[src/rtl/stag_pkg.sv]
// ----------------------------------------------------------------------------
// stag_pkg
// Shared types and codes of the strided tensor address generator.
// ----------------------------------------------------------------------------
package stag_pkg;

   localparam int EXTENT_W  = 31;
   localparam int WORD_W    = 32;
   localparam int CFG_W     = 4;
   localparam int CSR_IDX_W = 4;
   localparam int FIELD_W   = 3;

   localparam logic [CSR_IDX_W-1:0] CSR_NUM_DIMS     = CSR_IDX_W'(0);
   localparam logic [CSR_IDX_W-1:0] CSR_NUM_OPERANDS = CSR_IDX_W'(1);

   typedef enum logic [1:0] {
      OP_LOAD    = 2'd0,
      OP_START   = 2'd1,
      OP_ADVANCE = 2'd2
   } op_type;

   typedef enum logic [2:0] {
      ST_IDLE,
      ST_CLASSIFY,
      ST_EMIT,
      ST_UPDATE,
      ST_DRAIN
   } state_type;

   typedef struct packed {
      op_type                kind;
      logic [FIELD_W-1:0]    dim_index;
      logic [FIELD_W-1:0]    operand_index;
      logic [EXTENT_W-1:0]   extent;
      logic [WORD_W-1:0]     stride;
      logic [WORD_W-1:0]     base_offset;
   } cmd_type;

   typedef struct packed {
      logic                  valid;
      logic [CSR_IDX_W-1:0]  index;
      logic [CFG_W-1:0]      data;
   } csr_wr_type;

endpackage

[src/rtl/stag_queue.sv]
// ----------------------------------------------------------------------------
// stag_queue
// Two-entry command queue between the front and back ends.
// ----------------------------------------------------------------------------
module stag_queue import stag_pkg::*; (
   input  logic    clock,
   input  logic    reset,
   input  logic    push,
   input  cmd_type push_cmd,
   output logic    full,
   input  logic    pop,
   output cmd_type pop_cmd,
   output logic    not_empty
);

   cmd_type    slot_ff [2];
   cmd_type    slot_in;
   logic       wr_ptr_ff, wr_ptr_in;
   logic       rd_ptr_ff, rd_ptr_in;
   logic [1:0] count_ff, count_in;

   always_comb begin
      slot_in   = push_cmd;
      wr_ptr_in = wr_ptr_ff ^ push;
      rd_ptr_in = rd_ptr_ff ^ pop;
      count_in  = count_ff + {1'b0, push} - {1'b0, pop};
   end

   always_ff @(posedge clock) begin
      if (reset) begin
         wr_ptr_ff <= 1'b0;
         rd_ptr_ff <= 1'b0;
         count_ff  <= 2'd0;
      end else begin
         wr_ptr_ff <= wr_ptr_in;
         rd_ptr_ff <= rd_ptr_in;
         count_ff  <= count_in;
      end
   end

   always_ff @(posedge clock) begin
      if (push) begin
         slot_ff[wr_ptr_ff] <= slot_in;
      end
   end

   assign pop_cmd   = slot_ff[rd_ptr_ff];
   assign full      = (count_ff == 2'd2);
   assign not_empty = (count_ff != 2'd0);

endmodule

[config.mk]
export PLATFORM = sky130hd
export DESIGN_NAME = stag_queue
export DESIGN_NICKNAME = d
export VERILOG_FILES = /design/src/rtl/stag_pkg.sv /design/src/rtl/stag_queue.sv
export SDC_FILE = /design/constraint.sdc
export NUM_CORES = 1
export LEC_CHECK = 0
export BUFFER_PORTS_ARGS = -buffer_cell sky130_fd_sc_hd__buf_2
export CORE_MARGIN = 2
export CORE_UTILIZATION = 40
export CTS_BUF_LIST = sky130_fd_sc_hd__clkbuf_4
export CTS_CLUSTER_DIAMETER = 100
export DETAILED_ROUTE_END_ITERATION = 7
export GPL_TIMING_DRIVEN = 0
export PLACE_DENSITY = 0.72
export SKIP_LAST_GASP = 1
export SYNTH_ARGS = -nofsm -noshare
export SYNTH_HDL_FRONTEND = slang
export SYNTH_SLANG_ARGS = --single-unit
[constraint.sdc]
create_clock -name clock -period 4.4 [get_ports clock]
set_input_delay 0 -clock clock [delete_from_list [all_inputs] [get_ports clock]]
set_output_delay 0 -clock clock [all_outputs]
set_load 0.02 [all_outputs]
After elaboration in Yosys (flattened, before gate mapping)
Memories as Yosys holds them, arrays and structs flattened. A register that Yosys moved wholly into a read port is not among the register bits.
Index checks and enable logic that the tools add are counted.
Widths: inputs -> output; s select.
{"block": "classes", "n_eq_ne": 1, "mux": 3, "bitwise_logic": 2, "reduce_logical": 1, "n_addsub": 2}
{"operator": "$mux 1", "n": 3}
{"operator": "$add 2x1->2", "n": 1}
{"operator": "$eq 2x2->1 const B", "n": 1}
{"operator": "$reduce_bool 2->1", "n": 1}
{"operator": "$sub 2x1->2", "n": 1}
{"operator": "$xor 1x1->1", "n": 2}
{"block": "word_totals", "inputBits": 107, "elab_cells": 13, "ff_bits": 4, "output_inout_bits": 105, "mem_bits_rw": 206, "memories": 1}
{"name": "slot_ff", "words": 2, "word_bits": 103, "read_ports": 1, "rd_ports_with_merged_regs": 1, "wr": 1, "line": "stag_queue.sv:16", "text": "cmd_type slot_ff [2];"}

Logic depth before layout (Yosys ltp)
Gate-level depths: netlist (run 1).
{"block": "depth", "word_depth": 2, "depth_mapped": 6}

Worst setup path before layout (run 1)
No wires, ideal clock.
{"block": "synth_timing", "kind": "register -> register", "from": "register wr_ptr_ff", "to": "memory slot_ff[0][0] (netlist bit), enable pin", "t_arrival_ns": 2.771, "path_buffers": 0, "setup_time_ns": 0.474, "synth_period_minus_slack_ns": 3.245, "path_slack_ns": 1.155, "stages_incl_launch_ff": 3, "cell_sequence": "dfxtp_1 -> inv_1 -> ha_1"}
{"item": "from (decl)", "line": "stag_queue.sv:18", "text": "logic wr_ptr_ff, wr_ptr_in;"}
{"item": "from (signal assigned)", "line": "stag_queue.sv:35", "text": "wr_ptr_ff <= wr_ptr_in;"}
{"item": "to (decl)", "line": "stag_queue.sv:16"}
No word-level cell before the write port.

==> impl_metrics.toml, run 1 <==
[finish]
final_net_count = 826
leading_cell_types_in_the_layout_fill_and_taps_excluded = "sky130_fd_sc_hd__buf_2 (215), sky130_fd_sc_hd__edfxtp_1 (206), sky130_fd_sc_hd__dlygate4sd3_1 (108), sky130_fd_sc_hd__clkbuf_4 (66), sky130_fd_sc_hd__mux2_4 (60)"
area_growth_pct = 39.8
fillerInstances = 1485
mostFrequentLayoutCell = "sky130_fd_sc_hd__buf_2"
layout.core_utilization_pct = 56.9
post_route_cells_drive_above_1_share_pct = 54.3

[setup_path]
cp.arrival_ps = 1910
timing.reg2reg.worst_path_depth = 7
regToRegStartpoint = "count_ff[0]"
cp_slowest_cell = "sky130_fd_sc_hd__dfxtp_1"
startpoint_type = "flop"
worst_path_required_time_ps = 4400
worst-r2r-setup-slack_ps = 2630
critPathCaptureType = "output port"
critPathMaxStageDelay_ps = 320
path_common_cell = "sky130_fd_sc_hd__buf_6"
sequence_of_cells_on_the_critical_path = "buf_6 -> buf_8 -> buf_6 -> mux2_4 -> buf_2"
timing.setup.critical_path_class = "reg -> out"
critical_path.max_fanout = 10
worst_r2r_endpoint = "count_ff[1]"

[floorplan]
io_pins = 212
initial_utilization_pct = 40.7
die-width_microns = 144
design.core.area_sq_mm = 0.0194
floorplan.rows = 51
die-height_microns = 144
die_area_sq_mm = 0.0209

[placed_design]
place_congestion = 0.686
place.detailed.hpwl_microns = 9960
dp_slack_ps = 2620
port_buffers = 211

[global_route]
maximum_number_of_pins_on_one_net_before_global_route_repair = 61
grt_remaining_overflow = 0
grt_antenna_before_repair = 1
global_route_wire_length_before_repair_microns = 24000
grt_pass1_vias = 5060
total_track_usage_pct = 15.0

[timing]
final_setup_violation_count = 0
maxSlewHeadroom_pct = 53.7
slew_worst_pin_ps = 695
hold_violations = 0
final_worst_hold_slack_ps = 80.2
setup_repair_after_global_routing_missed_its_margin = "false"
worst_clock_skew_ps = 23.3
postLayoutSetupSlackWorst_ps = 2490
drv_slew = 0
period_share_pct = 43.4
period_needed_ps = 1910
achievable-frequency_mhz = 524

[synth]
synth_fp_nets = 451
average_instance_area_after_synthesis_sq_um = 23.2
synth_cell_types = 14
yosys_register_bits = 210
synthesis.instances = 340
yosysWarningCount = 0
synth.cell_area_sq_mm = 0.00789
post-synth-top-area-fraction_pct = 78.4
yosysSeqAreaShare_pct = 79.4
synthDominantAreaCellType = "sky130_fd_sc_hd__edfxtp_1"
yosys-top-cells-area = "sky130_fd_sc_hd__edfxtp_1 (78%), sky130_fd_sc_hd__mux2_4 (11%), sky130_fd_sc_hd__mux2_2 (6.1%), sky130_fd_sc_hd__dfxtp_1 (1.0%), sky130_fd_sc_hd__buf_6 (1.0%)"

[pwr]
vdd.ir_drop.worst_mv = 0.267
leakage_power_figure_nw = 4.38
power_per_cell_area_mw_per_mm2 = 414

[clock_tree]
tritoncts = "yes"
clock_sink_count = 210
clock_tree.htree_level_count = 2
root_buffer = "sky130_fd_sc_hd__clkbuf_4"
cts_made_buffers = 52
clockBufferDepth = 3
clk_latency_ps = 630
cts.clk_slew.worst_paths_ps = 70

[min_path]
holdPathStages = 2
hold_end = "slot_ff[1][18]"
worst_hold_path_type = "in -> reg"
hp-start = "push_cmd[18]"

[outcome]
outcome = "finished, final reports clean"

[detailed_routing]
routed_wirelength_microns = 16100
drt-vias-per-instance = 4.46
remaining_drc_errors = 0
drt_iter0_markers = 95
route.antenna.remaining_nets = 0
total_iterations_of_the_first_detailed_routing_run = 4
wirelength_per_cell_microns = 15.9
vias = 4504

[job]
maxcap_viol_count = 0
kinds of logic (layout without fill, tap and decap cells):
kind of cell / after synthesis / in the layout / share of synthesized area, %
multiplexers: 103 / 103 / 17.6
adder cells (fa/ha/maj): 4 / 4 / 0.635
other: 0 / 1 / 0
flip-flops: 210 / 210 / 79.4
buffers and inverters: 15 / 419 / 1.59
XOR/XNOR: 2 / 2 / 0.397
AND/OR/NAND/NOR: 6 / 6 / 0.381
registers in the layout, indices dropped and copies added (netlist names):
register   cells
count_ff       2
rd_ptr_ff      1
slot_ff      206
wr_ptr_ff      1
through the flow:
| stage | area, sq um | std cells | setup TNS [ps] | total power [mW] |
|---|---|---|---|---|
| 2_1_floorplan | 7890 | 340 | 0 | 2.84 |
| 3_3_place_gp | 9280 | 816 | -4780 | 3.05 |
| 3_5_place_dp | 9360 | 818 | 0 | 3.07 |
| 4_1_cts | 11000 | 1009 | 0 | 4.63 |
| 5_1_grt | 11000 | 1010 | 0 | 4.80 |
| 6_report | 11000 | 1010 | 0 | 4.56 |
critical path: cells and delay by family, from the launching register on:
| family | cells | cell delay, ps |
|---|---|---|
| mux | 1 | 310 |
| flops | 1 | 320 |
| buf+inv | 4 | 650 |
area by class of cell:
cell class                      count  area [sq um]  area share (%)
Antenna cell                        1          2.50          0.0227
Timing Repair Buffer              321          2190            19.9
Clock inverter                     17          95.1           0.862
Multi-Input combinational cell    115          1520            13.8
Sequential cell                   210          6270            56.8
Buffer                             12           114            1.03
Inverter                            3          11.3           0.102
Clock buffer                       66           495            4.49
Tap cell                          265           332            3.01
repair_timing:
item                      in CTS  in global routing
resized for setup              0                  0
hold endpoints to repair     210                  0
hold buffers                 108                  0
setup buffers                  0                  0
cells in the mapped netlist:
cell type and number:
sky130_fd_sc_hd__edfxtp_1 206, sky130_fd_sc_hd__mux2_4 60, sky130_fd_sc_hd__mux2_2 43, sky130_fd_sc_hd__buf_6 7
sky130_fd_sc_hd__buf_2 4, sky130_fd_sc_hd__dfxtp_1 4, sky130_fd_sc_hd__ha_1 4, sky130_fd_sc_hd__inv_1 3
sky130_fd_sc_hd__nor2_1 3, sky130_fd_sc_hd__nor2b_1 2, sky130_fd_sc_hd__buf_8 1, sky130_fd_sc_hd__or2_2 1
sky130_fd_sc_hd__xnor2_1 1, sky130_fd_sc_hd__xnor3_1 1
per-layer routing:
| metal | GRT usage (%) | vias up | share of wire [%] |
|---|---|---|---|
| li1 | - | 2126 | - |
| met1 | 14.8 | 2184 | 37 |
| met2 | 28.6 | 172 | 54 |
| met3 | 5.53 | 22 | 7.6 |
| met4 | 5.52 | 0 | 1.5 |
| met5 | 0 | - | 0 |
where the power goes:
group	leakage, nW	switching, mW	internal (mW)
Combinational	2.06	0.376	0.356
Clock	0.358	0.709	0.755
Sequential	1.97	0.0306	2.34
worst max-delay path by stage:
stage | start | to | slack [ps] | depth (start not counted)
global route | rd_ptr_ff | pop_cmd[37] | 2350 | 5
global placement | wr_ptr_ff | slot_ff[0][51] | -40 | 2
detailed placement | wr_ptr_ff | slot_ff[0][46] | 2620 | 3
finish | rd_ptr_ff | pop_cmd[37] | 2490 | 5
CTS | rd_ptr_ff | pop_cmd[37] | 2370 | 5
floorplan | wr_ptr_ff | slot_ff[0][0] | 1150 | 2
Power figures use the tool's default switching activity.
==> inputs of run 2 (changes only) <==
ABC_AREA = 1   (was default)
PLACE_DENSITY = 0.74   (was 0.72)
clock period = 1.7 ns   (was 4.4 ns; I/O delays follow)
==> impl_metrics.toml, run 2 <==
[outcome]
outcome = "finished with violations"
failed_checks = "negative setup slack"

[setup_path]
timing.setup.critical_path_class = "reg -> out"
cp_slowest_cell = "sky130_fd_sc_hd__dfxtp_2"
worst_path_required_time_ps = 1700
startpoint_type = "flop"
path_buf_inv = 4
critPathCaptureType = "output port"
path_delay_family = "buffers and inverters"
critical_path.max_fanout = 7
cp.arrival_ps = 1910
critPathMaxStageDelay_ps = 350
sequence_of_cells_on_the_critical_path = "buf_12 -> buf_16 -> clkbuf_16 -> mux2_4 -> buf_6"

[detailed_routing]
total_iterations_of_the_first_detailed_routing_run = 4
vias = 4744
route.antenna.remaining_nets = 0
wirelength_per_cell_microns = 18.4
drt_iter0_markers = 196
routed_wirelength_microns = 19200
drt-vias-per-instance = 4.54
remaining_drc_errors = 0

[finish]
layout_top_registers = "slot_ff: 206 flops, count_ff: 2 flops"
sequential_cell_area_sq_mm = 0.00627
post_route_cells_drive_above_1_share_pct = 54.4
mostFrequentLayoutCell = "sky130_fd_sc_hd__edfxtp_1"
area_growth_pct = 51.2
final_net_count = 851
regMostFlops = "slot_ff"
fillerInstances = 1378
layout.core_utilization_pct = 61.5
largest_register_ffs = 206
multi_input_comb_area_sq_mm = 0.00152
leading_cell_types_in_the_layout_fill_and_taps_excluded = "sky130_fd_sc_hd__edfxtp_1 (206), sky130_fd_sc_hd__buf_2 (138), sky130_fd_sc_hd__dlygate4sd3_1 (107), sky130_fd_sc_hd__clkbuf_4 (71), sky130_fd_sc_hd__buf_6 (66)"

[global_route]
grt_remaining_overflow = 0
total_track_usage_pct = 16.6
global_route_wire_length_before_repair_microns = 25900
maximum_number_of_pins_on_one_net_before_global_route_repair = 52
grt_pass1_vias = 5189
grt_antenna_before_repair = 1

[pwr]
leakage_power_figure_nw = 4.76
post_layout_power_mw = 12.4
power_per_cell_area_mw_per_mm2 = 1040
vdd.ir_drop.worst_mv = 0.770

[synth]
synth_cell_types = 14
top_flip_flop_cell_by_instance_count_after_synthesis = "sky130_fd_sc_hd__edfxtp_1"
yosys-top-cells-area = "sky130_fd_sc_hd__edfxtp_1 (78%), sky130_fd_sc_hd__mux2_4 (11%), sky130_fd_sc_hd__mux2_2 (6.1%), sky130_fd_sc_hd__dfxtp_1 (1.0%), sky130_fd_sc_hd__buf_6 (1.0%)"
yosysWarningCount = 0
synthDominantAreaCellType = "sky130_fd_sc_hd__edfxtp_1"
synth_enable_flop_cells = 206
synth.cell_area_sq_mm = 0.00789
yosys_register_bits = 210
yosysSeqAreaShare_pct = 79.4
synth_commonest_cells = "sky130_fd_sc_hd__edfxtp_1 (206), sky130_fd_sc_hd__mux2_4 (60), sky130_fd_sc_hd__mux2_2 (43)"
post-synth-top-area-fraction_pct = 78.4
asyncSetResetFlopFracSynth_pct = 0
synth_fp_nets = 459
yosysMostFrequentCell = "sky130_fd_sc_hd__edfxtp_1"
synthesis.instances = 348
average_instance_area_after_synthesis_sq_um = 22.7

[clock_tree]
cts.clk_slew.worst_paths_ps = 80
cts_made_buffers = 53
clk_latency_ps = 640
clock_tree.htree_level_count = 2
clock_sink_count = 210
clockBufferDepth = 3
tritoncts = "yes"
root_buffer = "sky130_fd_sc_hd__clkbuf_4"

[placed_design]
place_congestion = 0.753
place.detailed.hpwl_microns = 9710
port_buffers = 211

[timing]
final_worst_hold_slack_ps = 79.9
period_share_pct = 113
postLayoutSetupSlackWorst_ps = -213
period_needed_ps = 1910
hold_violations = 0
achievable-frequency_mhz = 523
slew_worst_pin_ps = 504
drv_slew = 0
setup_repair_after_global_routing_missed_its_margin = "true"
maxSlewHeadroom_pct = 66.4
final_setup_violation_count = 103
worst_clock_skew_ps = 47.5

[min_path]
worst_hold_path_type = "in -> reg"

[floorplan]
floorplan.rows = 51
initial_utilization_pct = 40.7
die-height_microns = 144
die-width_microns = 144
io_pins = 212
design.core.area_sq_mm = 0.0194
die_area_sq_mm = 0.0209

[job]
maxcap_viol_count = 0
## run 2: metrics by stage
step           std cells  area, sq um  worst slack (ps)  TNS, ps
2_1_floorplan        348         7920              95.4        0
3_3_place_gp         824         9310              -236   -42510
3_5_place_dp         824         9310              -325   -60590
4_1_cts             1035        11300              -281   -24540
5_1_grt             1045        11900              -314   -28510
6_report            1045        11900              -213   -17970
## run 2: repair_timing
action / CTS / global route
hold endpoints to repair: 210 / 0
gates cloned: 2 / 8
setup endpoints to repair: 309 / 106
hold buffers: 107 / 0
buffers inserted: 8 / 1
gates resized for setup: 27 / 156
## run 2: kinds of logic (layout without fill, tap and decap cells)
| logic type | count (synthesis) | after routing | share of synthesized area, % |
|---|---|---|---|
| flip-flops | 210 | 210 | 79.4 |
| multiplexers | 103 | 103 | 17.5 |
| buffers and inverters | 19 | 450 | 1.78 |
| AND/OR/NAND/NOR | 10 | 10 | 0.491 |
| adder cells (fa/ha/maj) | 4 | 4 | 0.634 |
| AO/OA/AOI/OAI | 1 | 1 | 0.0633 |
| XOR/XNOR | 1 | 1 | 0.111 |
| other | 0 | 1 | 0 |
## run 2: final cells by class
cell class / instances / area share, %
Antenna cell: 1 / 0.0210
Buffer: 12 / 1.78
Clock buffer: 70 / 4.40
Clock inverter: 24 / 0.807
Inverter: 7 / 0.220
Multi-Input combinational cell: 119 / 12.8
Sequential cell: 210 / 52.5
Tap cell: 265 / 2.78
Timing Repair Buffer: 337 / 24.7
## run 2: power by group
| group | total [mW] | internal, mW | switching (mW) |
|---|---|---|---|
| Clock | 3.88 | 1.93 | 1.95 |
| Combinational | 2.39 | 1.28 | 1.11 |
| Sequential | 6.13 | 6.04 | 0.0835 |
## run 2: metal layers
metal	global-route usage [%]	part of all wire (%)	vias to the layer above
met5	0	0	-
met2	31.0	54	201
met4	7.00	2.4	0
met3	5.66	7.1	45
met1	16.6	36	2301
li1	-	-	2197
## run 2: worst register-to-register path, stage by stage, from the launching register on
cell and delay (ps):
sky130_fd_sc_hd__dfxtp_1 370, sky130_fd_sc_hd__ha_4 470, sky130_fd_sc_hd__buf_16 340
## run 2: worst paths after layout
| kind | from | end | slack (ps) | depth (start not counted) |
|---|---|---|---|---|
| hold / removal | push_cmd[102] | slot_ff[1][102] | 80 | 2 |
| setup reg to reg | wr_ptr_ff | slot_ff[1][88] | 150 | 2 |
| hold reg to reg | count_ff[1] | count_ff[1] | 570 | 3 |
| setup / recovery | rd_ptr_ff | pop_cmd[73] | -210 | 5 |
