<file path="config.mk">
export PLATFORM = sky130hd
export DESIGN_NAME = stag_back
export DESIGN_NICKNAME = d
export VERILOG_FILES = /design/src/rtl/stag_pkg.sv /design/src/rtl/stag_ram.sv /design/src/rtl/stag_back.sv
export SDC_FILE = /design/constraint.sdc
export NUM_CORES = 2
export LEC_CHECK = 0
export BUFFER_PORTS_ARGS = -buffer_cell sky130_fd_sc_hd__buf_2
export CORE_MARGIN = 1.5
export CORE_UTILIZATION = 35
export CTS_CLUSTER_SIZE = 40
export DETAILED_ROUTE_END_ITERATION = 12
export SYNTH_ARGS = -nofsm -noshare
export SYNTH_HDL_FRONTEND = slang
export SYNTH_SLANG_ARGS = --single-unit
</file>
<file path="constraint.sdc">
create_clock -name clock -period 9.8 [get_ports clock]
set_clock_uncertainty 0.15 [all_clocks]
set_input_delay 0.98 -clock clock [delete_from_list [all_inputs] [get_ports clock]]
set_output_delay 0.98 -clock clock [all_outputs]
set_load 0.1 [all_outputs]
</file>
<file path="src/rtl/stag_pkg.sv">
// ----------------------------------------------------------------------------
// stag_pkg
// Shared types and codes of the strided tensor address generator.
// ----------------------------------------------------------------------------
package stag_pkg;

   localparam int EXTENT_W  = 31;
   localparam int WORD_W    = 32;
   localparam int CFG_W     = 4;
   localparam int CSR_IDX_W = 4;
   localparam int FIELD_W   = 3;

   localparam logic [CSR_IDX_W-1:0] CSR_NUM_DIMS     = CSR_IDX_W'(0);
   localparam logic [CSR_IDX_W-1:0] CSR_NUM_OPERANDS = CSR_IDX_W'(1);

   typedef enum logic [1:0] {
      OP_LOAD    = 2'd0,
      OP_START   = 2'd1,
      OP_ADVANCE = 2'd2
   } op_type;

   typedef enum logic [2:0] {
      ST_IDLE,
      ST_CLASSIFY,
      ST_EMIT,
      ST_UPDATE,
      ST_DRAIN
   } state_type;

   typedef struct packed {
      op_type                kind;
      logic [FIELD_W-1:0]    dim_index;
      logic [FIELD_W-1:0]    operand_index;
      logic [EXTENT_W-1:0]   extent;
      logic [WORD_W-1:0]     stride;
      logic [WORD_W-1:0]     base_offset;
   } cmd_type;

   typedef struct packed {
      logic                  valid;
      logic [CSR_IDX_W-1:0]  index;
      logic [CFG_W-1:0]      data;
   } csr_wr_type;

endpackage

</file>
<file path="src/rtl/stag_ram.sv">
// ----------------------------------------------------------------------------
// stag_ram
// Generic single write port, single read port RAM with registered read.
// ----------------------------------------------------------------------------
module stag_ram #(
   parameter int WIDTH = 32,
   parameter int DEPTH = 64,
   localparam int AW = (DEPTH > 1) ? $clog2(DEPTH) : 1
) (
   input  logic             clock,
   input  logic             wr_en,
   input  logic [AW-1:0]    wr_addr,
   input  logic [WIDTH-1:0] wr_data,
   input  logic             rd_en,
   input  logic [AW-1:0]    rd_addr,
   output logic [WIDTH-1:0] rd_data
);

   logic [WIDTH-1:0] mem_ff [DEPTH];
   logic [WIDTH-1:0] rd_data_ff;

   always_ff @(posedge clock) begin
      if (wr_en) begin
         mem_ff[wr_addr] <= wr_data;
      end
      if (rd_en) begin
         rd_data_ff <= mem_ff[rd_addr];
      end
   end

   assign rd_data = rd_data_ff;

endmodule

</file>
<file path="src/rtl/stag_back.sv">
// ----------------------------------------------------------------------------
// stag_back
// Execution side: descriptor tables, odometer, per-operand offsets, the
// stride-times-extent update pipeline and the result register.
// ----------------------------------------------------------------------------
module stag_back import stag_pkg::*; #(
   parameter int MAX_DIMS = 8,
   parameter int MAX_OPS  = 8
) (
   input  logic        clock,
   input  logic        reset,
   input  csr_wr_type  csr_wr,
   input  logic        q_valid,
   input  cmd_type     q_cmd,
   output logic        q_pop,
   output logic        rsp_valid,
   input  logic        rsp_stall,
   output logic [2:0]  rsp_out_operand,
   output logic [31:0] rsp_offset,
   output logic        rsp_last,
   output logic        rsp_wrapped
);

   localparam int DIM_W  = (MAX_DIMS > 1) ? $clog2(MAX_DIMS) : 1;
   localparam int OPI_W  = (MAX_OPS > 1) ? $clog2(MAX_OPS) : 1;
   localparam int ND_W   = $clog2(MAX_DIMS + 1);
   localparam int NO_W   = $clog2(MAX_OPS + 1);
   localparam int SDEPTH = MAX_OPS * MAX_DIMS;
   localparam int SA_W   = (SDEPTH > 1) ? $clog2(SDEPTH) : 1;

   state_type            state_ff, state_in;
   logic [CFG_W-1:0]     num_dims_ff, num_dims_in;
   logic [CFG_W-1:0]     num_ops_ff, num_ops_in;
   logic [EXTENT_W-1:0]  extent_ff [MAX_DIMS];
   logic [EXTENT_W-1:0]  extent_in [MAX_DIMS];
   logic [EXTENT_W-1:0]  coord_ff [MAX_DIMS];
   logic [EXTENT_W-1:0]  coord_in [MAX_DIMS];
   logic [WORD_W-1:0]    offset_ff [MAX_OPS];
   logic [WORD_W-1:0]    offset_in [MAX_OPS];
   logic [DIM_W-1:0]     stop_ff, stop_in;
   logic                 wrapped_ff, wrapped_in;
   logic [OPI_W-1:0]     emit_idx_ff, emit_idx_in;
   logic [DIM_W-1:0]     upd_dim_ff, upd_dim_in;
   logic [OPI_W-1:0]     upd_op_ff, upd_op_in;
   logic                 s1_valid_ff, s1_valid_in;
   logic [OPI_W-1:0]     s1_op_ff, s1_op_in;
   logic [WORD_W-1:0]    s1_factor_ff, s1_factor_in;
   logic                 s2_valid_ff, s2_valid_in;
   logic [OPI_W-1:0]     s2_op_ff, s2_op_in;
   logic [WORD_W-1:0]    s2_prod_ff, s2_prod_in;
   logic                 rsp_valid_ff, rsp_valid_in;
   logic [2:0]           rsp_operand_ff, rsp_operand_in;
   logic [WORD_W-1:0]    rsp_offset_ff, rsp_offset_in;
   logic                 rsp_last_ff, rsp_last_in;
   logic                 rsp_wrapped_ff, rsp_wrapped_in;

   logic [ND_W-1:0]      nd;
   logic [NO_W-1:0]      no;
   logic [DIM_W-1:0]     nd_last;
   logic [OPI_W-1:0]     no_last;
   logic [DIM_W-1:0]     end_dim;
   logic [EXTENT_W-1:0]  coord_inc [MAX_DIMS];
   logic [EXTENT_W-1:0]  coord_step [MAX_DIMS];
   logic [MAX_DIMS-1:0]  inc_ok;
   logic                 found;
   logic [DIM_W-1:0]     stop_sel;
   logic [OPI_W-1:0]     off_rd_idx;
   logic [WORD_W-1:0]    off_rd;

   logic                 ram_wr_en;
   logic [SA_W-1:0]      ram_wr_addr;
   logic                 ram_rd_en;
   logic [SA_W-1:0]      ram_rd_addr;
   logic [WORD_W-1:0]    ram_rd_data;

   stag_ram #(
      .WIDTH (WORD_W),
      .DEPTH (SDEPTH)
   ) u_stride_ram (
      .clock   (clock),
      .wr_en   (ram_wr_en),
      .wr_addr (ram_wr_addr),
      .wr_data (q_cmd.stride),
      .rd_en   (ram_rd_en),
      .rd_addr (ram_rd_addr),
      .rd_data (ram_rd_data)
   );

   // active counts, saturated to the supported range
   always_comb begin
      if (num_dims_ff == '0) begin
         nd = ND_W'(1);
      end else if (32'(num_dims_ff) > 32'(MAX_DIMS)) begin
         nd = ND_W'(MAX_DIMS);
      end else begin
         nd = ND_W'(num_dims_ff);
      end
      if (num_ops_ff == '0) begin
         no = NO_W'(1);
      end else if (32'(num_ops_ff) > 32'(MAX_OPS)) begin
         no = NO_W'(MAX_OPS);
      end else begin
         no = NO_W'(num_ops_ff);
      end
      nd_last = DIM_W'(nd - ND_W'(1));
      no_last = OPI_W'(no - NO_W'(1));
      end_dim = wrapped_ff ? '0 : stop_ff;
   end

   // odometer step: innermost dimension that can still count up stops the carry
   always_comb begin
      found    = 1'b0;
      stop_sel = '0;
      for (int d = 0; d < MAX_DIMS; d++) begin
         coord_inc[d] = coord_ff[d] + 31'd1;
         inc_ok[d]    = (d < int'(nd)) && (coord_inc[d] < extent_ff[d]);
      end
      for (int d = 0; d < MAX_DIMS; d++) begin
         if (inc_ok[d]) begin
            found    = 1'b1;
            stop_sel = DIM_W'(d);
         end
      end
      for (int d = 0; d < MAX_DIMS; d++) begin
         coord_step[d] = coord_ff[d];
         if (d < int'(nd)) begin
            if (found && (DIM_W'(d) == stop_sel)) begin
               coord_step[d] = coord_inc[d];
            end else if (!found || (DIM_W'(d) > stop_sel)) begin
               coord_step[d] = '0;
            end
         end
      end
   end

   always_comb begin
      state_in       = state_ff;
      num_dims_in    = num_dims_ff;
      num_ops_in     = num_ops_ff;
      extent_in      = extent_ff;
      coord_in       = coord_ff;
      offset_in      = offset_ff;
      stop_in        = stop_ff;
      wrapped_in     = wrapped_ff;
      emit_idx_in    = emit_idx_ff;
      upd_dim_in     = upd_dim_ff;
      upd_op_in      = upd_op_ff;
      s1_valid_in    = 1'b0;
      s1_op_in       = upd_op_ff;
      s1_factor_in   = 32'd1 - {1'b0, extent_ff[upd_dim_ff]};
      if ((upd_dim_ff == stop_ff) && !wrapped_ff) begin
         s1_factor_in = 32'd1;
      end
      s2_valid_in    = s1_valid_ff;
      s2_op_in       = s1_op_ff;
      s2_prod_in     = s1_factor_ff * ram_rd_data;
      rsp_valid_in   = rsp_valid_ff && rsp_stall;
      rsp_operand_in = rsp_operand_ff;
      rsp_offset_in  = rsp_offset_ff;
      rsp_last_in    = rsp_last_ff;
      rsp_wrapped_in = rsp_wrapped_ff;
      q_pop          = 1'b0;
      ram_wr_en      = 1'b0;
      ram_wr_addr    = SA_W'(q_cmd.operand_index) * SA_W'(MAX_DIMS)
                     + SA_W'(q_cmd.dim_index);
      ram_rd_en      = 1'b0;
      ram_rd_addr    = SA_W'(upd_op_ff) * SA_W'(MAX_DIMS) + SA_W'(upd_dim_ff);

      off_rd_idx = (state_ff == ST_EMIT) ? emit_idx_ff : s2_op_ff;
      off_rd     = offset_ff[off_rd_idx];
      if (s2_valid_ff) begin
         offset_in[s2_op_ff] = off_rd + s2_prod_ff;
      end

      if (csr_wr.valid) begin
         case (csr_wr.index)
            CSR_NUM_DIMS: begin
               num_dims_in = csr_wr.data;
            end
            CSR_NUM_OPERANDS: begin
               num_ops_in = csr_wr.data;
            end
            default: begin
            end
         endcase
      end

      case (state_ff)
         ST_IDLE: begin
            if (q_valid) begin
               q_pop = 1'b1;
               case (q_cmd.kind)
                  OP_LOAD: begin
                     extent_in[DIM_W'(q_cmd.dim_index)] = q_cmd.extent;
                     ram_wr_en = 1'b1;
                  end
                  OP_START: begin
                     offset_in[OPI_W'(q_cmd.operand_index)] = q_cmd.base_offset;
                     coord_in = '{default: '0};
                  end
                  OP_ADVANCE: begin
                     state_in = ST_CLASSIFY;
                  end
                  default: begin
                  end
               endcase
            end
         end
         ST_CLASSIFY: begin
            coord_in    = coord_step;
            stop_in     = stop_sel;
            wrapped_in  = !found;
            emit_idx_in = '0;
            state_in    = ST_EMIT;
         end
         ST_EMIT: begin
            if (!rsp_valid_ff || !rsp_stall) begin
               rsp_valid_in   = 1'b1;
               rsp_operand_in = 3'(emit_idx_ff);
               rsp_offset_in  = off_rd;
               rsp_last_in    = (emit_idx_ff == no_last);
               rsp_wrapped_in = wrapped_ff;
               if (emit_idx_ff == no_last) begin
                  upd_dim_in = nd_last;
                  upd_op_in  = '0;
                  state_in   = ST_UPDATE;
               end else begin
                  emit_idx_in = emit_idx_ff + OPI_W'(1);
               end
            end
         end
         ST_UPDATE: begin
            ram_rd_en   = 1'b1;
            s1_valid_in = 1'b1;
            if (upd_op_ff == no_last) begin
               upd_op_in = '0;
               if (upd_dim_ff == end_dim) begin
                  state_in = ST_DRAIN;
               end else begin
                  upd_dim_in = upd_dim_ff - DIM_W'(1);
               end
            end else begin
               upd_op_in = upd_op_ff + OPI_W'(1);
            end
         end
         ST_DRAIN: begin
            if (!s1_valid_ff && !s2_valid_ff) begin
               state_in = ST_IDLE;
            end
         end
         default: begin
            state_in = ST_IDLE;
         end
      endcase
   end

   always_ff @(posedge clock) begin
      if (reset) begin
         state_ff <= ST_IDLE;
      end else begin
         state_ff <= state_in;
      end
   end

   always_ff @(posedge clock) begin
      if (reset) begin
         num_dims_ff  <= CFG_W'(1);
         num_ops_ff   <= CFG_W'(1);
         coord_ff     <= '{default: '0};
         offset_ff    <= '{default: '0};
         s1_valid_ff  <= 1'b0;
         s2_valid_ff  <= 1'b0;
         rsp_valid_ff <= 1'b0;
      end else begin
         num_dims_ff  <= num_dims_in;
         num_ops_ff   <= num_ops_in;
         coord_ff     <= coord_in;
         offset_ff    <= offset_in;
         s1_valid_ff  <= s1_valid_in;
         s2_valid_ff  <= s2_valid_in;
         rsp_valid_ff <= rsp_valid_in;
      end
   end

   always_ff @(posedge clock) begin
      extent_ff      <= extent_in;
      stop_ff        <= stop_in;
      wrapped_ff     <= wrapped_in;
      emit_idx_ff    <= emit_idx_in;
      upd_dim_ff     <= upd_dim_in;
      upd_op_ff      <= upd_op_in;
      s1_op_ff       <= s1_op_in;
      s1_factor_ff   <= s1_factor_in;
      s2_op_ff       <= s2_op_in;
      s2_prod_ff     <= s2_prod_in;
      rsp_operand_ff <= rsp_operand_in;
      rsp_offset_ff  <= rsp_offset_in;
      rsp_last_ff    <= rsp_last_in;
      rsp_wrapped_ff <= rsp_wrapped_in;
   end

   assign rsp_valid       = rsp_valid_ff;
   assign rsp_out_operand = rsp_operand_ff;
   assign rsp_offset      = rsp_offset_ff;
   assign rsp_last        = rsp_last_ff;
   assign rsp_wrapped     = rsp_wrapped_ff;

endmodule

</file>
# After elaboration in Yosys (flattened, before gate mapping)
# Memories as Yosys holds them, arrays and structs flattened. A register that Yosys moved wholly into a read port is not among the register bits.
# Index checks and enable logic that the tools add are counted.
[word_totals] n_memories=1 mem_bits_ro=0 regBits=886 inputBits=116 ramBits=2048 wordCells=304 latchBits=0 out_inout_bits=39
[mem_list] name="u_stride_ram.mem_ff" depth=64 width=32 rd=1 rd_clocked_by_memory_dff=1 write_ports=1 line="stag_ram.sv:19" source="logic [WIDTH-1:0] mem_ff [DEPTH];"
[op_classes] n_reduce_logical=62 n_bitwise=5 addsub=17 div=0 mux=97 eq_ne=44 order_cmp=34 n_mul=1 n_shift=0
[op_table] operator="256-bit 2-to-1 mux" count=4
[op_table] operator="31-bit 2-to-1 mux" count=27
[op_table] operator="256-bit bitwise mux" count=2
[op_table] operator="248-bit 2-to-1 mux" count=2
[op_table] operator="248-bit one-hot mux with 2 select lines" count=1
[op_table] operator="31-bit by 1-bit adder with 31-bit output, second input constant" count=8
[op_table] operator="248-bit bitwise mux" count=1
[op_table] operator="31-bit < comparator" count=8
[op_table] operator="32-bit demux with 3-bit select" count=2
[op_table] operator="32-bit 2-to-1 mux" count=4
[op_table] operator="32-bit binary-select mux with 3-bit select" count=1
[op_table] operator="31-bit binary-select mux with 3-bit select" count=1
[op_table] operator="31-bit demux with 3-bit select" count=1
[op_table] operator="3-bit 2-to-1 mux" count=26
[op_table] operator="5-bit AND reduction" count=9
[op_table] operator="32-bit adder" count=1
[op_table] operator="32-bit by 32-bit multiplier with 32-bit output" count=1
[op_table] operator="1-bit by 31-bit subtractor with 32-bit output, first input constant" count=1
[op_table] operator="2-bit inequality test, second input constant" count=14
[op_table] operator="3-bit inequality test, second input constant" count=8
[op_table] operator="1-bit logical AND" count=22
[op_table] operator="4-bit >= comparator, second input constant" count=5
[op_table] operator="3-bit NOT with 4-bit output" count=5
[op_table] operator="1-bit 2-to-1 mux" count=19
[op_table] operator="other kinds (34)" count=87

# Longest topological paths before layout
[logic_depth] depth_word=19 depth_mapped=29 mapped_depth_nobuf=26

# Modules after synthesis
# From an unflattened synthesis, not the netlist that was laid out.
[hier_totals] cells_unflattened=10264 area_unflattened_um2=143197.3
[modules_own_cells] mod="stag_ram" seq_area_each_um2=62459.9 area_each_um2=78823.1 n_inst=1 cells_per_inst=3323
[modules_own_cells] mod="stag_back" seq_area_each_um2=20719.9 area_each_um2=64374.2 n_inst=1 cells_per_inst=6941

# Worst setup path before layout
# No wires, ideal clock.
[synth_timing] kind="reg2reg" from="reg u_stride_ram.rd_data_ff[3], in the netlist u_stride_ram.rd_data[3] (read register of u_stride_ram.mem_ff)" to="reg s2_prod_ff[30]" required_time_ns=9.571 path_stages_with_launch=28 path_buffers=3 synth_period_minus_slack_ns=7.164 arrival_ns=6.935 path_slack_ns=2.636 setup_ns=0.079 path_cell_list="edfxtp_1 clkbuf_1 clkbuf_1 and2_1 fa_1 inv_1 fa_1 fa_1 fa_1 inv_1 fa_1 inv_1 fa_1 inv_1 fa_1 fa_1 ha_1 clkbuf_1 a21oi_1 nor2_1 nor2_1 o21ai_0 or3_1 o31ai_1 o21ai_0 o41ai_1 nand3_1 o211ai_1"
[synth_via] elab_chain_len=1
[synth_lines] item="from (decl)" line="stag_ram.sv:20" source="logic [WIDTH-1:0] rd_data_ff;"
[synth_lines] item="32-bit by 32-bit multiplier with 32-bit output" line="stag_back.sv:156" source="s2_prod_in = s1_factor_ff * ram_rd_data;"
[synth_lines] item="via s2_prod_in[30]" line="stag_back.sv:50" source="logic [WORD_W-1:0] s2_prod_ff, s2_prod_in;"
[synth_lines] item="to (signal assigned)" line="stag_back.sv:295" source="s2_prod_ff <= s2_prod_in;"
[synth_lines] item="to (decl)" line="stag_back.sv:50"
# The timed path passes the listed nets, and every way through them passes these cells.
# A chain may end at the register's enable or synchronous reset.

# Worst setup path after layout
[layout_timing] from="reg u_stride_ram.rd_data_ff[5], in the netlist u_stride_ram.rd_data[5] (read register of u_stride_ram.mem_ff)" to="reg s2_prod_ff[30]"
# Same word-level chain as after synthesis.

==> results by group <==
Run status
  – Status: completed

Worst setup path
  – Crit Path Class: reg2reg
  – Startpoint type of the worst setup path: flop
  – Flop2flop setup slack: roughly 1.7 ns
  – Crit path arrival time: between 8 and 9 ns
  – Worst Path Max Fanout: 27
  – CP Capture Type: flop
  – WP data required: 10.47 ns

Synthesis
  – Syn_area_per_cell: between 10 and 15 um2
  – Synth unique cells: 85
  – Seq/Total Area, Yosys: 58.1%
  – #FFs+latches synth: slightly below 3000
  – Ys flop type: edfxtp_1
  – Top cells by area, synth: edfxtp_1 (50%), mux4_2 (12%), dfxtp_1 (8.2%)
  – Area leader, netlist: edfxtp_1
  – Async set or reset register ratio after synthesis: 0%
  – EDFF count, synth: 2378
  – Synth top area share: around 50%
  – Cells after Synth: slightly below 10000
  – Syn. warnings: 0
  – Post-Syn Area: 0.143 mm2
  – Syn Nets: 10900

Detailed routing
  – Via Count: 87700
  – DRT Pass-1 Iters: 6
  – Initial drt markers: approximately 9900
  – Routed WL per cell: 26.5 um
  – DR vias/cell: between 5 and 6
  – # DRC: 0
  – Drt total wl: around 420000 um
  – Post-route ant nets: 0

Clocking
  – Clk sink count: between 2000 and 3000
  – Hold_buf cts: 0
  – Clock latency on the worst-skew pair: 0.97 ns
  – H-tree depth: 5
  – Clock transition at path regs: 0.06 ns
  – CTS resizes: 0
  – Number of buffers created by CTS: 321
  – Post-CTS Setup Bufs: 0
  – CTS max path bufs: 4
  – CTS tree: yes
  – CTS Root Cell: clkbuf_16

Die
  – Initial Util: 35.2%
  – # rows: 234
  – Die area: 0.413 mm2
  – I/O pins: 155
  – Die Wd: 642 um
  – Die Ht: 642 um
  – Core ar.: 0.407 mm2

Timing
  – Hold Vio Cnt, Final: 0
  – Worst-Margin Slew: about 1.4 ns
  – Worst rel slew slack: 9.93%
  – Final TNS setup: 0 ns
  – Minimum clock period: approximately 8 ns
  – Final Slew Violations: 0
  – Endpoints failing setup: 0
  – FMAX: 124 MHz
  – Final period util: 82.3%
  – RSZ-0062 raised after global routing: false

Global route
  – Most Crowded Layer GR: met2
  – GRT Total Usage: between 10% and 20%
  – Initial antenna violation count: 54
  – Met1 usage: 26.0%
  – GR Overflow Total: 0
  – Met2 global-route usage: 32.5%
  – Met3 Usage GRT: under 10%
  – Largest net degree at the start of global routing: 131
  – First-pass GRT wire length: approximately 600000 um
  – Vias in the first global route: 88400

Power
  – Leakage power: about 0.057 uW
  – Psw: roughly 7900 uW
  – P_int: 22100 uW
  – VDD IR max: approximately 210 uV
  – Flop pwr share: 46.1%
  – Switching Share: between 20% and 30%
  – Comb power frac: between 10% and 20%
  – Pwr dens: 187 mW/mm2
  – Clk network pwr share: 40.0%

Placement
  – Port buffer count: 154
  – DP Wirelength: between 200000 and 300000 um
  – Placed cells: 15100
  – Placer Congestion: 0.887

Final layout
  – Commonest cells after routing, fill and taps aside: edfxtp_1 (2378), mux4_2 (784), inv_1 (743)
  – Ratio of cells with drive above 1 in the final layout: 17.3%
  – Commonest non-fill, non-tap cell in the layout: edfxtp_1
  – Area grow syn2layout: 12.4%
  – Layout Cells excl Fill: 15700
  – Final #Nets: roughly 11000
  – Final Core Density: 39.6%

Flow run
  – Max_cap viols: 0

Hold path
  – Hold Crit Class: reg2reg
## per-stage QoR
step | setup slack [ns] | power [uW] | hold slack (ns) | cell area (um2)
global placement | 1.81 | 18100 | 0.168 | 151000
CTS | 1.72 | 30200 | 0.150 | 161000
detailed placement | 1.77 | 18200 | 0.165 | 151000
global route | 1.26 | 31000 | 0.166 | 161000
finish | 1.74 | 30000 | 0.158 | 161000
floorplan | 2.64 | 16700 | 0.160 | 143000
## metal layers
layer,wire length (um),vias up
met5,172,-
met4,14900,28
met3,33600,829
met2,200000,3875
met1,168000,45700
li1,-,37200
## state kept, by name, indices dropped and copies added (netlist names), 32 cells and up
| register | cells |
|---|---|
| u_stride_ram.mem_ff | 2048 |
| offset_ff | 256 |
| coord_ff | 248 |
| extent_ff | 248 |
| rsp_offset | 32 |
| s1_factor_ff | 32 |
| s2_prod_ff | 32 |
| u_stride_ram.rd_data | 32 |
## cells by family (layout without fill, tap and decap cells)
logic type / count (synthesis) / after routing / synth area share (%)
other cells: 0 / 16 / 0
fa+ha+maj: 816 / 816 / 9.28
flops: 2966 / 2966 / 58.1
simple gates: 2340 / 2340 / 7.87
xor+xnor: 353 / 353 / 2.16
compound gates: 1250 / 1250 / 5.89
buf+inv: 1316 / 1671 / 3.57
mux: 887 / 887 / 13.1
## Yosys cell counts (24+ instances only)
library cell,number
nand2b_1,28
a21oi_1,242
nand3b_1,39
xnor2_1,225
nand2_1,699
nand4_1,71
clkbuf_1,424
ha_1,407
a22o_1,28
buf_1,41
a21o_1,95
o41ai_1,28
nor3_1,112
nor2_1,633
buf_2,86
dfxtp_1,588
fa_1,409
nor2b_1,38
and3_1,75
a211oi_1,81
and2_1,294
o211ai_1,137
mux2i_1,53
inv_1,745
mux4_2,784
and4_1,34
a311oi_1,59
edfxtp_1,2378
a221o_1,34
mux2_2,50
o2111ai_1,24
xor2_1,128
a22oi_1,64
nand3_1,152
or3_1,59
o21a_1,33
o21ai_0,291
## layout make-up
type | count | area, um2
clock inverter | 184 | 1790
inverter | 746 | 2800
multi-input combinational | 5646 | 55400
timing repair buffer | 341 | 2300
fill | 37000 | 246000
antenna | 16 | 40.0
clock buffer | 400 | 8510
sequential | 2966 | 83200
tap | 5428 | 6790
## critical path: stages (launching register included)
cell and delay (ns):
edfxtp_1 0.97, and2_1 0.28, fa_1 0.42, fa_1 0.50, fa_1 0.52, inv_1 0.05
fa_1 0.47, inv_1 0.05, fa_1 0.50, inv_1 0.06, fa_1 0.54, inv_1 0.05
fa_1 0.39, fa_1 0.49, ha_1 0.39, a21oi_1 0.17, nor2_1 0.05, nor2_1 0.10
o21ai_0 0.11, or3_1 0.32, o31ai_1 0.31, o21ai_0 0.21, o41ai_1 0.61, nand3_1 0.15
o211ai_1 0.13
## worst paths after layout
kind	startpoint	end	depth (start not counted)
worst max-delay path	u_stride_ram.rd_data[5]	s2_prod_ff[30]	24
worst min-delay path	s1_op_ff[2]	s2_op_ff[2]	0
worst max register to register	u_stride_ram.rd_data[5]	s2_prod_ff[30]	24
worst min register to register	s1_op_ff[2]	s2_op_ff[2]	0
## power groups by stage
stage | logic [uW] | clock network [uW] | registers (uW)
after floorplan | 2690 | 0 | 14000
after global placement | 3970 | 0 | 14100
after detailed placement | 4110 | 0 | 14100
after CTS | 4130 | 12200 | 13800
after global routing | 4560 | 12600 | 13800
final | 4160 | 12000 | 13800
Power figures use the tool's default switching activity.
